`src/rtl/core/mdt_pkg.sv`:
```
// ----------------------------------------------------------------------------
// mdt_pkg
// Shared types and codes for the micro-op dependency tracker.
// ----------------------------------------------------------------------------
package mdt_pkg;

  localparam int unsigned SEQ_W        = 64;
  localparam int unsigned MAX_DEPS_DEF = 8;

  // configuration register indexes
  localparam logic [1:0] CFG_OWN_SEQ       = 2'd0;
  localparam logic [1:0] CFG_TYPE_OFFSET   = 2'd1;
  localparam logic [1:0] CFG_INTRA_INITIAL = 2'd2;

  // operation codes
  localparam logic [1:0] MODE_GET    = 2'd0;
  localparam logic [1:0] MODE_ADD    = 2'd1;
  localparam logic [1:0] MODE_REMOVE = 2'd2;

  // status codes
  localparam logic [2:0] ST_OK        = 3'd0;
  localparam logic [2:0] ST_FULL      = 3'd1;
  localparam logic [2:0] ST_RANGE     = 3'd2;
  localparam logic [2:0] ST_NOT_FOUND = 3'd3;
  localparam logic [2:0] ST_EMPTY     = 3'd4;

  typedef struct packed {
    logic [1:0]       mode;
    logic [SEQ_W-1:0] seq_value;
    logic [6:0]       dep_index;
  } mdt_in_t;

  typedef struct packed {
    logic [SEQ_W-1:0] dep_value;
    logic [2:0]       status;
    logic [3:0]       list_count;
    logic [5:0]       intra_left;
  } mdt_out_t;

endpackage

```
`src/rtl/core/mdt_dep_ram.sv`:
```
// ----------------------------------------------------------------------------
// mdt_dep_ram
// Explicit dependency list store: one write and one read port, registered read.
// ----------------------------------------------------------------------------
module mdt_dep_ram
  import mdt_pkg::*;
#(
  parameter int unsigned DEPTH = MAX_DEPS_DEF,
  parameter int unsigned AW    = $clog2(DEPTH)
) (
  input  logic             clk_i,
  input  logic             we_i,
  input  logic [AW-1:0]    waddr_i,
  input  logic [SEQ_W-1:0] wdata_i,
  input  logic             re_i,
  input  logic [AW-1:0]    raddr_i,
  output logic [SEQ_W-1:0] rdata_o
);

  logic [SEQ_W-1:0] mem_q [DEPTH];
  logic [SEQ_W-1:0] rdata_q;

  always_ff @(posedge clk_i) begin
    if (we_i) begin
      mem_q[waddr_i] <= wdata_i;
    end
  end

  always_ff @(posedge clk_i) begin
    if (re_i) begin
      rdata_q <= mem_q[raddr_i];
    end
  end

  assign rdata_o = rdata_q;

endmodule

```
`src/rtl/core/microop_dependency_tracker_core.sv`:
```
// ----------------------------------------------------------------------------
// microop_dependency_tracker_core
// Dependency list of one micro-op: implicit intra-instruction run plus an
// explicit list of producer sequence numbers held in a small RAM.
// ----------------------------------------------------------------------------
// One word in, one word out per operation, one operation at a time. A get
// passes from decode to done, through a RAM read state when it reads the list
// RAM. Add and list-path remove scan the list RAM one entry a cycle, then
// resolve; an add on an empty list skips the scan, a list-path remove on an
// empty list skips scan and resolve. An intra remove that moves k run entries
// into the list writes one entry a cycle; a rejected intra remove goes from its
// decode state straight to done. A new word is accepted while the previous
// result still waits at the output register; its own result then holds until
// the output register is free. Writes to the configuration port are expected
// only while no operation is in progress.
module microop_dependency_tracker_core
  import mdt_pkg::*;
#(
  parameter int unsigned MAX_DEPS = MAX_DEPS_DEF
) (
  input  logic             clk_i,
  input  logic             rst_ni,
  input  logic             cfg_we_i,
  input  logic [1:0]       cfg_idx_i,
  input  logic [SEQ_W-1:0] cfg_wdata_i,
  input  logic             in_valid_i,
  output logic             in_ready_o,
  input  mdt_in_t          in_data_i,
  output logic             out_valid_o,
  input  logic             out_ready_i,
  output mdt_out_t         out_data_o
);

  localparam int unsigned AW = $clog2(MAX_DEPS);
  localparam int unsigned CW = $clog2(MAX_DEPS + 1);
  localparam int unsigned SW = CW + 7;

  localparam logic [3:0] S_IDLE    = 4'd0;
  localparam logic [3:0] S_DECODE  = 4'd1;
  localparam logic [3:0] S_GETRD   = 4'd2;
  localparam logic [3:0] S_SCAN    = 4'd3;
  localparam logic [3:0] S_RESOLVE = 4'd4;
  localparam logic [3:0] S_RMDEC   = 4'd5;
  localparam logic [3:0] S_MOVE    = 4'd6;
  localparam logic [3:0] S_DONE    = 4'd7;

  // configuration
  logic [SEQ_W-1:0] own_seq_q;
  logic [5:0]       type_offset_q;

  // state
  logic [3:0]       state_q, state_d;
  logic [CW-1:0]    count_q, count_d;
  logic [5:0]       intra_q, intra_d;

  // current word
  logic [1:0]       mode_q;
  logic [SEQ_W-1:0] seq_q;
  logic [6:0]       idx_q;
  logic [SEQ_W-1:0] base_q, base_d;
  logic [SEQ_W:0]   diff_q, diff_d;

  // scan
  logic [CW-1:0]    scan_ptr_q, scan_ptr_d;
  logic             cmp_vld_q, cmp_vld_d;
  logic [AW-1:0]    cmp_idx_q, cmp_idx_d;
  logic             found_q, found_d;
  logic [AW-1:0]    match_idx_q, match_idx_d;
  logic [SEQ_W-1:0] last_val_q, last_val_d;
  logic             last_match_q, last_match_d;

  // run move
  logic [5:0]       mv_left_q, mv_left_d;
  logic [SEQ_W-1:0] mv_val_q, mv_val_d;

  // result
  logic [SEQ_W-1:0] res_val_q, res_val_d;
  logic [2:0]       res_st_q, res_st_d;
  logic             out_valid_q, out_valid_d;
  mdt_out_t         out_data_q, out_data_d;

  // RAM port
  logic             ram_we, ram_re;
  logic [AW-1:0]    ram_waddr, ram_raddr;
  logic [SEQ_W-1:0] ram_wdata, ram_rdata;

  logic             accept;
  logic [6:0]       off_sum;
  logic [6:0]       rel_idx;
  logic [CW-1:0]    cnt_m1;
  logic [SW-1:0]    move_end;
  logic             hit;

  mdt_dep_ram #(
    .DEPTH (MAX_DEPS),
    .AW    (AW)
  ) u_dep_ram (
    .clk_i   (clk_i),
    .we_i    (ram_we),
    .waddr_i (ram_waddr),
    .wdata_i (ram_wdata),
    .re_i    (ram_re),
    .raddr_i (ram_raddr),
    .rdata_o (ram_rdata)
  );

  assign in_ready_o  = (state_q == S_IDLE);
  assign accept      = in_valid_i && in_ready_o;
  assign out_valid_o = out_valid_q;
  assign out_data_o  = out_data_q;

  assign off_sum  = {1'b0, type_offset_q} + {1'b0, intra_q};
  assign rel_idx  = idx_q - {1'b0, intra_q};
  assign cnt_m1   = count_q - 1'b1;
  assign move_end = SW'(count_q) + SW'(diff_q[5:0]);
  assign hit      = (ram_rdata == seq_q);

  always_comb begin
    state_d      = state_q;
    count_d      = count_q;
    intra_d      = intra_q;
    base_d       = base_q;
    diff_d       = diff_q;
    scan_ptr_d   = scan_ptr_q;
    cmp_vld_d    = 1'b0;
    cmp_idx_d    = cmp_idx_q;
    found_d      = found_q;
    match_idx_d  = match_idx_q;
    last_val_d   = last_val_q;
    last_match_d = last_match_q;
    mv_left_d    = mv_left_q;
    mv_val_d     = mv_val_q;
    res_val_d    = res_val_q;
    res_st_d     = res_st_q;
    out_valid_d  = out_valid_q;
    out_data_d   = out_data_q;
    ram_we       = 1'b0;
    ram_waddr    = count_q[AW-1:0];
    ram_wdata    = mv_val_q;
    ram_re       = 1'b0;
    ram_raddr    = scan_ptr_q[AW-1:0];

    if (out_valid_q && out_ready_i) begin
      out_valid_d = 1'b0;
    end

    unique case (state_q)
      S_IDLE: begin
        if (accept) begin
          base_d  = own_seq_q - SEQ_W'(off_sum);
          state_d = S_DECODE;
        end
      end

      S_DECODE: begin
        res_val_d  = '0;
        res_st_d   = ST_OK;
        scan_ptr_d = '0;
        found_d    = 1'b0;
        unique case (mode_q)
          MODE_GET: begin
            if (idx_q < {1'b0, intra_q}) begin
              res_val_d = base_q + SEQ_W'(idx_q);
              state_d   = S_DONE;
            end else if (8'(rel_idx) < 8'(count_q)) begin
              ram_re    = 1'b1;
              ram_raddr = rel_idx[AW-1:0];
              state_d   = S_GETRD;
            end else begin
              res_st_d = ST_RANGE;
              state_d  = S_DONE;
            end
          end
          MODE_ADD: begin
            state_d = (count_q == '0) ? S_RESOLVE : S_SCAN;
          end
          MODE_REMOVE: begin
            diff_d  = {1'b0, seq_q} - {1'b0, base_q};
            state_d = S_RMDEC;
          end
          default: begin
            state_d = S_DONE;
          end
        endcase
      end

      S_GETRD: begin
        res_val_d = ram_rdata;
        state_d   = S_DONE;
      end

      S_RMDEC: begin
        if (diff_q[SEQ_W]) begin
          // below the run: explicit list
          if (count_q == '0) begin
            res_st_d = ST_EMPTY;
            state_d  = S_DONE;
          end else begin
            state_d = S_SCAN;
          end
        end else if ((|diff_q[SEQ_W-1:6]) || (diff_q[5:0] >= intra_q)) begin
          res_st_d = ST_NOT_FOUND;
          state_d  = S_DONE;
        end else if ((diff_q[5:0] != '0) && (move_end >= SW'(MAX_DEPS))) begin
          res_st_d = ST_FULL;
          state_d  = S_DONE;
        end else if (diff_q[5:0] == '0) begin
          intra_d = intra_q - 6'd1;
          state_d = S_DONE;
        end else begin
          mv_left_d = diff_q[5:0];
          mv_val_d  = base_q;
          state_d   = S_MOVE;
        end
      end

      S_MOVE: begin
        // leading run entries go to the list tail, one a cycle
        ram_we    = 1'b1;
        count_d   = count_q + 1'b1;
        mv_val_d  = mv_val_q + 1'b1;
        mv_left_d = mv_left_q - 6'd1;
        if (mv_left_q == 6'd1) begin
          intra_d = intra_q - diff_q[5:0] - 6'd1;
          state_d = S_DONE;
        end
      end

      S_SCAN: begin
        // read issue runs one entry ahead of the compare
        if (scan_ptr_q < count_q) begin
          ram_re     = 1'b1;
          scan_ptr_d = scan_ptr_q + 1'b1;
          cmp_vld_d  = 1'b1;
          cmp_idx_d  = scan_ptr_q[AW-1:0];
        end
        if (cmp_vld_q) begin
          if (hit && !found_q) begin
            found_d     = 1'b1;
            match_idx_d = cmp_idx_q;
          end
          if (cmp_idx_q == cnt_m1[AW-1:0]) begin
            last_val_d   = ram_rdata;
            last_match_d = hit;
            state_d      = S_RESOLVE;
          end
        end
      end

      S_RESOLVE: begin
        state_d = S_DONE;
        if (mode_q == MODE_ADD) begin
          if (found_q) begin
            res_st_d = ST_OK;
          end else if (count_q >= CW'(MAX_DEPS)) begin
            res_st_d = ST_FULL;
          end else begin
            ram_we    = 1'b1;
            ram_wdata = seq_q;
            count_d   = count_q + 1'b1;
          end
        end else begin
          if (last_match_q) begin
            count_d = cnt_m1;
          end else if (found_q) begin
            ram_we    = 1'b1;
            ram_waddr = match_idx_q;
            ram_wdata = last_val_q;
            count_d   = cnt_m1;
          end else begin
            res_st_d = ST_NOT_FOUND;
          end
        end
      end

      S_DONE: begin
        if (!out_valid_q || out_ready_i) begin
          out_valid_d           = 1'b1;
          out_data_d.dep_value  = (res_st_q == ST_OK) ? res_val_q : '0;
          out_data_d.status     = res_st_q;
          out_data_d.list_count = 4'(count_q);
          out_data_d.intra_left = intra_q;
          state_d               = S_IDLE;
        end
      end

      default: begin
        state_d = S_IDLE;
      end
    endcase

    // intra_initial write reloads the run length
    if (cfg_we_i && (cfg_idx_i == CFG_INTRA_INITIAL)) begin
      intra_d = cfg_wdata_i[5:0];
    end
  end

  always_ff @(posedge clk_i or negedge rst_ni) begin
    if (!rst_ni) begin
      state_q       <= S_IDLE;
      count_q       <= '0;
      intra_q       <= '0;
      out_valid_q   <= 1'b0;
      cmp_vld_q     <= 1'b0;
      own_seq_q     <= '0;
      type_offset_q <= '0;
    end else begin
      state_q     <= state_d;
      count_q     <= count_d;
      intra_q     <= intra_d;
      out_valid_q <= out_valid_d;
      cmp_vld_q   <= cmp_vld_d;
      if (cfg_we_i && (cfg_idx_i == CFG_OWN_SEQ)) begin
        own_seq_q <= cfg_wdata_i;
      end
      if (cfg_we_i && (cfg_idx_i == CFG_TYPE_OFFSET)) begin
        type_offset_q <= cfg_wdata_i[5:0];
      end
    end
  end

  always_ff @(posedge clk_i) begin
    if (accept) begin
      mode_q <= in_data_i.mode;
      seq_q  <= in_data_i.seq_value;
      idx_q  <= in_data_i.dep_index;
    end
    base_q       <= base_d;
    diff_q       <= diff_d;
    scan_ptr_q   <= scan_ptr_d;
    cmp_idx_q    <= cmp_idx_d;
    found_q      <= found_d;
    match_idx_q  <= match_idx_d;
    last_val_q   <= last_val_d;
    last_match_q <= last_match_d;
    mv_left_q    <= mv_left_d;
    mv_val_q     <= mv_val_d;
    res_val_q    <= res_val_d;
    res_st_q     <= res_st_d;
    out_data_q   <= out_data_d;
  end

`ifndef SYNTHESIS
  a_count_max: assert property (@(posedge clk_i) disable iff (!rst_ni)
    count_q <= CW'(MAX_DEPS))
    else $error("list count above capacity");

  a_move_room: assert property (@(posedge clk_i) disable iff (!rst_ni)
    (state_q == S_MOVE) |-> (count_q < CW'(MAX_DEPS)))
    else $error("run move writes past list end");

  a_intra_no_grow: assert property (@(posedge clk_i) disable iff (!rst_ni)
    !(cfg_we_i && (cfg_idx_i == CFG_INTRA_INITIAL)) |=> (intra_q <= $past(intra_q)))
    else $error("intra count grew without a config write");

  a_count_step: assert property (@(posedge clk_i) disable iff (!rst_ni)
    1'b1 |=> ((count_q == $past(count_q)) || (count_q == $past(count_q) + 1'b1)
              || (count_q == $past(count_q) - 1'b1)))
    else $error("list count moved by more than one");
`endif

endmodule

```
`config.mk`:
```
export PLATFORM = sky130hd
export DESIGN_NAME = microop_dependency_tracker_core
export DESIGN_NICKNAME = d
export VERILOG_FILES = /design/src/rtl/core/mdt_pkg.sv /design/src/rtl/core/mdt_dep_ram.sv /design/src/rtl/core/microop_dependency_tracker_core.sv
export SDC_FILE = /design/constraint.sdc
export NUM_CORES = 2
export LEC_CHECK = 0
export ABC_AREA = 1
export BUFFER_PORTS_ARGS = -buffer_cell sky130_fd_sc_hd__buf_4
export CAP_MARGIN = 10
export CORE_MARGIN = 3
export CORE_UTILIZATION = 40
export CTS_CLUSTER_DIAMETER = 120
export CTS_CLUSTER_SIZE = 30
export DETAILED_ROUTE_END_ITERATION = 10
export PLACE_DENSITY = 0.55
export SYNTH_ARGS = -nofsm -noshare
export SYNTH_HDL_FRONTEND = slang
export SYNTH_SLANG_ARGS = --single-unit
```
`constraint.sdc`:
```
create_clock -name clk_i -period 20.9 [get_ports clk_i]
set_input_delay 4.18 -clock clk_i [delete_from_list [all_inputs] [get_ports clk_i]]
set_output_delay 4.18 -clock clk_i [all_outputs]
set_load 0.01 [all_outputs]
```
=== Yosys cells after proc, flatten, opt, wreduce, memory -nomap -nowiden ===
Memories as Yosys holds them, arrays and structs flattened. A register that Yosys moved wholly into a read port is not among the register bits.
Index checks and enable logic that the tools add are counted.

* Register bits after elaboration: 578
* Logic and storage cells: 214
* Bits in writable memories: 512
* Input bits: 144
* Memories: 1
* Output and inout bits: 79

* $lt $le $gt $ge: 6
* Equal/unequal tests: 38
* Add/sub/neg operators: 14
* Multiplexer cells: 90
* Reduce and logical (&&, ||, !) cells: 39

{| class="wikitable"
|+ Memories
! memory !! depth !! width !! read ports !! clocked after Yosys merged registers in !! write ports !! line !! text
|-
| u_dep_ram.mem_q || 8 || 64 || 1 || 1 || 1 || mdt_dep_ram.sv:20 || <nowiki>logic [SEQ_W-1:0] mem_q [DEPTH];</nowiki>
|}

{| class="wikitable"
|+ Operators with widths
! cell !! number
|-
| $mux 64 || 12
|-
| $pmux 64 s2 || 2
|-
| $sub 64x64->65 || 1
|-
| $add 64x1->64 const B || 1
|-
| $add 64x7->64 || 1
|-
| $eq 64x64->1 || 1
|-
| $sub 64x7->64 || 1
|-
| $mux 3 || 21
|-
| $mux 6 || 10
|-
| $reduce_or 58->1 || 1
|-
| $mux 4 || 12
|-
| $ne 3x3->1 const B || 10
|-
| $pmux 4 s7 || 1
|-
| $pmux 6 s2 || 2
|-
| $mux 1 || 20
|-
| $ne 2x2->1 const B || 10
|-
| $sub 6x1->6 const B || 3
|-
| $eq 4x3->1 const B || 4
|-
| $pmux 4 s2 || 2
|-
| $ne 4x4->1 const B || 3
|-
| $pmux 4 s3 || 1
|-
| $reduce_and 6->1 || 2
|-
| $reduce_and 2->1 || 5
|-
| $reduce_and 5->1 || 2
|-
| other kinds (35) || 59
|}

=== Logic depth before layout (Yosys ltp) ===
* Word-level depth: 8
* Depth in mapped cells: 22
* Depth with buffers taken out: 21

=== Cells and area by module ===
A second synthesis with hierarchy kept.

* Cells, all modules: 6,544
* Area, all modules: 59,410.7 um^2

{| class="wikitable"
|+ Modules (own cells, without submodules)
! module !! area each (um^2) !! times used !! sequential area each (um^2) !! cells an instance
|-
| microop_dependency_tracker_core || 35,112.4 || 1 || 16,901.2 || 4,250
|-
| mdt_dep_ram || 24,298.3 || 1 || 17,296.6 || 2,294
|}

=== Worst setup path after synthesis ===
Ideal clock, no wire load.

* Path kind: input port to flip-flop
* Start: in in_valid_i
* End: reg base_q[0], enable pin
* Stages: 2
* Setup slack: 10,406 ps
* Arrival: 9,859 ps
* Data required time: 20,265 ps
* Path buffers: 0
* Path through: inv_1 -> nor2_1

* Word-level cells in the longest chain between the ends: 2

{| class="wikitable"
|+ RTL lines
! element !! line !! text
|-
| start, declared || microop_dependency_tracker_core.sv:26 || <nowiki>input logic in_valid_i,</nowiki>
|-
| $logic_and 1x1->1 || microop_dependency_tracker_core.sv:108 || <nowiki>assign accept = in_valid_i && in_ready_o;</nowiki>
|-
| net accept || microop_dependency_tracker_core.sv:87 || <nowiki>logic accept;</nowiki>
|-
| $reduce_and 2->1 (no line) || - ||
|-
| end signal, assigned || microop_dependency_tracker_core.sv:328 || <nowiki>base_q <= base_d;</nowiki>
|-
| end, declared || microop_dependency_tracker_core.sv:60 || <nowiki>logic [SEQ_W-1:0] base_q, base_d;</nowiki>
|}

The timed path passes the listed nets, and every way through them passes these cells.
A chain may end at the register's enable or synchronous reset.

=== Worst setup path in the final report ===
* Start: reg state_q[2]
* End: out in_ready_o

* Word-level cells in the longest chain between the ends: 1

{| class="wikitable"
|+ RTL lines
! element !! line !! text
|-
| start, declared || microop_dependency_tracker_core.sv:52 || <nowiki>logic [3:0] state_q, state_d;</nowiki>
|-
| start signal, assigned || microop_dependency_tracker_core.sv:308 || <nowiki>state_q <= state_d;</nowiki>
|-
| $logic_not 4->1 || microop_dependency_tracker_core.sv:107 || <nowiki>assign in_ready_o = (state_q == S_IDLE);</nowiki>
|-
| end, declared || microop_dependency_tracker_core.sv:27 || <nowiki>output logic in_ready_o,</nowiki>
|}

Every way passes these cells.

==> flow_summary_export.csv <==
group,metric,value,unit
status,status,"completed",
grt,grt_pass1_vias,40542,
timing,fin_skew,0.0364,ns
grt,grt_max_degree,138,
timing,setup_tns,0,ns
grt,grtUsageMet3,2.49,%
power_and_ir_drop,fin_total_pwr,7.01,mW
timing,setup_viol,0,
routing,postRouteAntennaNets,0,
timing,worst_pin_slew,1.23,ns
place,dp_hpwl,141000,um
routing,drt_first_iter_violations,4501,
timing,rsz0062_at_grt,"no",
cells_and_area,fin_nets,6349,
timing,slew_violations,0,
critical_path,cp_data_arrival_time,1.75,ns
critical_path,crit_required,16.72,ns
synthesis,async_reset_ff_share,7.37,%
routing,routed_wl,198000,um
grt,globalRouteMet1Util,37.3,%
power_and_ir_drop,leakagePower,25.4,nW
floorplan,ios,223,
synthesis,syn_area_per_cell,9.78,um^2
clocking,cts_tree,"done",
critical_path,start_kind,"flip-flop",
cells_and_area,final_common_cell,"nand2_1",
grt,grtUsageTotal,25.7,%
timing,relSlewSlack,16.9,%
floorplan,num_rows,139,
floorplan,core_area,0.144,mm^2
timing,max_freq,0.169,GHz
timing,period_share,28.4,%
cells_and_area,area_delta_synth_final,8.95,%
synthesis,synth-edff-count,1068,
hold_path,min_path_type,"reg -> reg",
synthesis,syn-instance-count,5942,
routing,drcViolationCount,0,
place,port_buffers,222,
cells_and_area,drive_above_1_share,7.73,%
place,gp_congestion,0.969,
clocking,clock_tree.root_cell,"clkbuf_16",
grt,grt_pass1_wl,285000,um
grt,use_met2,40.6,%
synthesis,yosys_warnings,0,
clocking,htree_levels,2,
synthesis,synthesis.nets,6211,
critical_path,worstPathCellList,"nor2_1 -> nand2_1 -> inv_1 -> buf_4",
cells_and_area,final_cell_mix,"nand2_1 (1,274), edfxtp_1 (1,068), inv_1 (916), nand3_1 (497), nor2_1 (444)",
synthesis,yosysSeqAreaShare,58.9,%
clocking,cts.sinks,1153,
routing,dr.pass1.iters,5,
clocking,cts_buffers,46,
floorplan,die-area,0.150,mm^2
grt,grt_remaining_overflow,0,
critical_path,crit_path_end_kind,"primary output",
cells_and_area,antenna_cells,0,
critical_path,max_stage_delay,0.51,ns
synthesis,synthFlopType,"edfxtp_1",
timing,setup_ws,14.97,ns
clocking,clk_pin_slew,0.13,ns
clocking,cts_resized,0,
clocking,clk_latency,0.71,ns
power_and_ir_drop,powerDensity,111,mW/mm^2
synthesis,syn_area,0.0581,mm^2
critical_path,crit_slowest_cell,"dfrtp_1",
critical_path,worst-path-max-fanout,7,
clocking,postCtsSetupBuffers,0,
floorplan,start_util,40.4,%
synthesis,yosysUniqueCellTypes,58,
timing,hold_violations,0,
clocking,ctsHoldBuffers,0,
flow_run,cap_violations,0,
place,pre_cts_slack,14.59,ns
grt,grt_antenna_before_repair,10,
floorplan,die_h,387,um
routing,vias_per_cell,5.39,
power_and_ir_drop,ir_drop,0.0866,mV
timing,period_minus_slack,5.93,ns
routing,num_vias,43197,
grt,grt_busiest_layer,"met2",
critical_path,worstSetupPathType,"reg -> out",
floorplan,fp.dieW,387,um
synthesis,synth-seq-cells,1153,
clocking,cts_buffer_depth,3,
routing,avgRoutedWirePerCell,24.7,um
-- per-layer routing --
metal | routed length (um) | part of all wire [%]
met1 | 87900 | 45
met2 | 89500 | 45
met3 | 13100 | 6.6
met4 | 6990 | 3.5
met5 | 0 | 0
-- cell type report --
| cell class | count | area, um^2 |
|---|---|---|
| clock buffers | 63 | 1210 |
| clock inverters | 10 | 154 |
| fillers | 13965 | 80700 |
| inverters | 930 | 3490 |
| multi-input cells | 3674 | 19800 |
| flip-flops and latches | 1153 | 34200 |
| well taps | 1903 | 2380 |
| repair buffers | 275 | 2100 |
-- critical path, delay by kind of cell (launching register included) --
| kind | cells | cell delay (ns) |
|---|---|---|
| simple gates | 2 | 0.34 |
| buf+inv | 2 | 0.20 |
| flops | 1 | 0.51 |
-- through the flow --
step           instances  hold slack, ns  instance area, um^2  util [%]
2_1_floorplan       5942           0.417                58100         -
6_report            8008           0.484                63300      44.0
3_5_place_dp        7935           0.434                61900      43.0
4_1_cts             8008           0.477                63300      44.0
3_3_place_gp        7935           0.441                61900      43.0
5_1_grt             8008           0.494                63300      44.0
-- state kept, by name, summed over array words and instances, names as in the netlist, 4 cells and up --
signal,cells
type_offset_q,6
mv_left_q,6
u_dep_ram.mem_q,512
own_seq_q,64
last_val_q,64
seq_q,64
intra_q,6
u_dep_ram.rdata_o,64
mv_val_q,64
count_q,4
idx_q,7
base_q,64
res_val_q,64
scan_ptr_q,4
out_data_o,77
diff_q,65
-- power breakdown --
group / switching [mW] / total, mW / internal (mW) / leakage [nW]
sequential: 0.289 / 3.49 / 3.20 / 10.8
combinational: 1.67 / 2.34 / 0.671 / 14.0
clock: 0.748 / 1.18 / 0.429 / 0.663
total: 2.71 / 7.01 / 4.30 / 25.4
-- kinds of logic after synthesis --
kind of cell	count (synthesis)	share of synthesized area (%)
flip-flops	1153	58.9
buffers and inverters	1115	7.48
adder cells (fa/ha/maj)	125	2.83
XOR/XNOR	252	3.80
multiplexers	54	1.05
AND/OR/NAND/NOR	2639	20.0
AO/OA/AOI/OAI	604	5.94
-- cells in the mapped netlist, types with 4 or more instances --
master | number | share of area [%]
dfrtp_1 | 85 | 3.7
nand3_1 | 499 | 4.3
xor2_1 | 142 | 2.1
a31oi_1 | 22 | 0.24
a21boi_1 | 4 | 0.052
inv_2 | 10 | 0.065
a21oi_1 | 183 | 1.6
nor2_4 | 4 | 0.078
nand2_2 | 4 | 0.043
nor4_1 | 48 | 0.52
nor2_2 | 15 | 0.16
nand3b_1 | 135 | 1.7
a22oi_1 | 4 | 0.052
edfxtp_1 | 1068 | 55
o21a_1 | 8 | 0.10
or2_2 | 15 | 0.16
a21boi_0 | 9 | 0.12
o211ai_1 | 8 | 0.10
fa_1 | 11 | 0.38
xnor2_1 | 110 | 1.7
buf_1 | 14 | 0.090
and3_1 | 4 | 0.043
clkbuf_1 | 64 | 0.41
o21ai_0 | 216 | 1.9
o21ai_1 | 27 | 0.23
o221ai_1 | 26 | 0.39
mux2_2 | 54 | 1.0
nand4_1 | 68 | 0.73
a21o_1 | 8 | 0.10
o31ai_1 | 7 | 0.090
nor3_1 | 96 | 0.83
o22ai_1 | 46 | 0.50
ha_1 | 114 | 2.5
nor2_1 | 458 | 3.0
o21bai_1 | 17 | 0.22
buf_2 | 96 | 0.83
buf_4 | 11 | 0.14
inv_1 | 917 | 5.9
nand2_1 | 1281 | 8.3
-- final timing paths --
kind / slack [ns] / end / depth (start not counted) / start
max reg2reg: 15.15 / u_dep_ram.rdata_o[54] / 20 / intra_q[1]
max in group asynchronous: 16.37 / own_seq_q[58] / 2 / rst_ni
min: 0.48 / out_data_o[12] / 0 / res_st_q[2]
max: 14.97 / in_ready_o / 4 / state_q[2]
min in group asynchronous: 3.35 / intra_q[0] / 1 / rst_ni
min reg2reg: 0.48 / out_data_o[12] / 0 / res_st_q[2]
No activity file was read; power rests on OpenSTA's default activity.
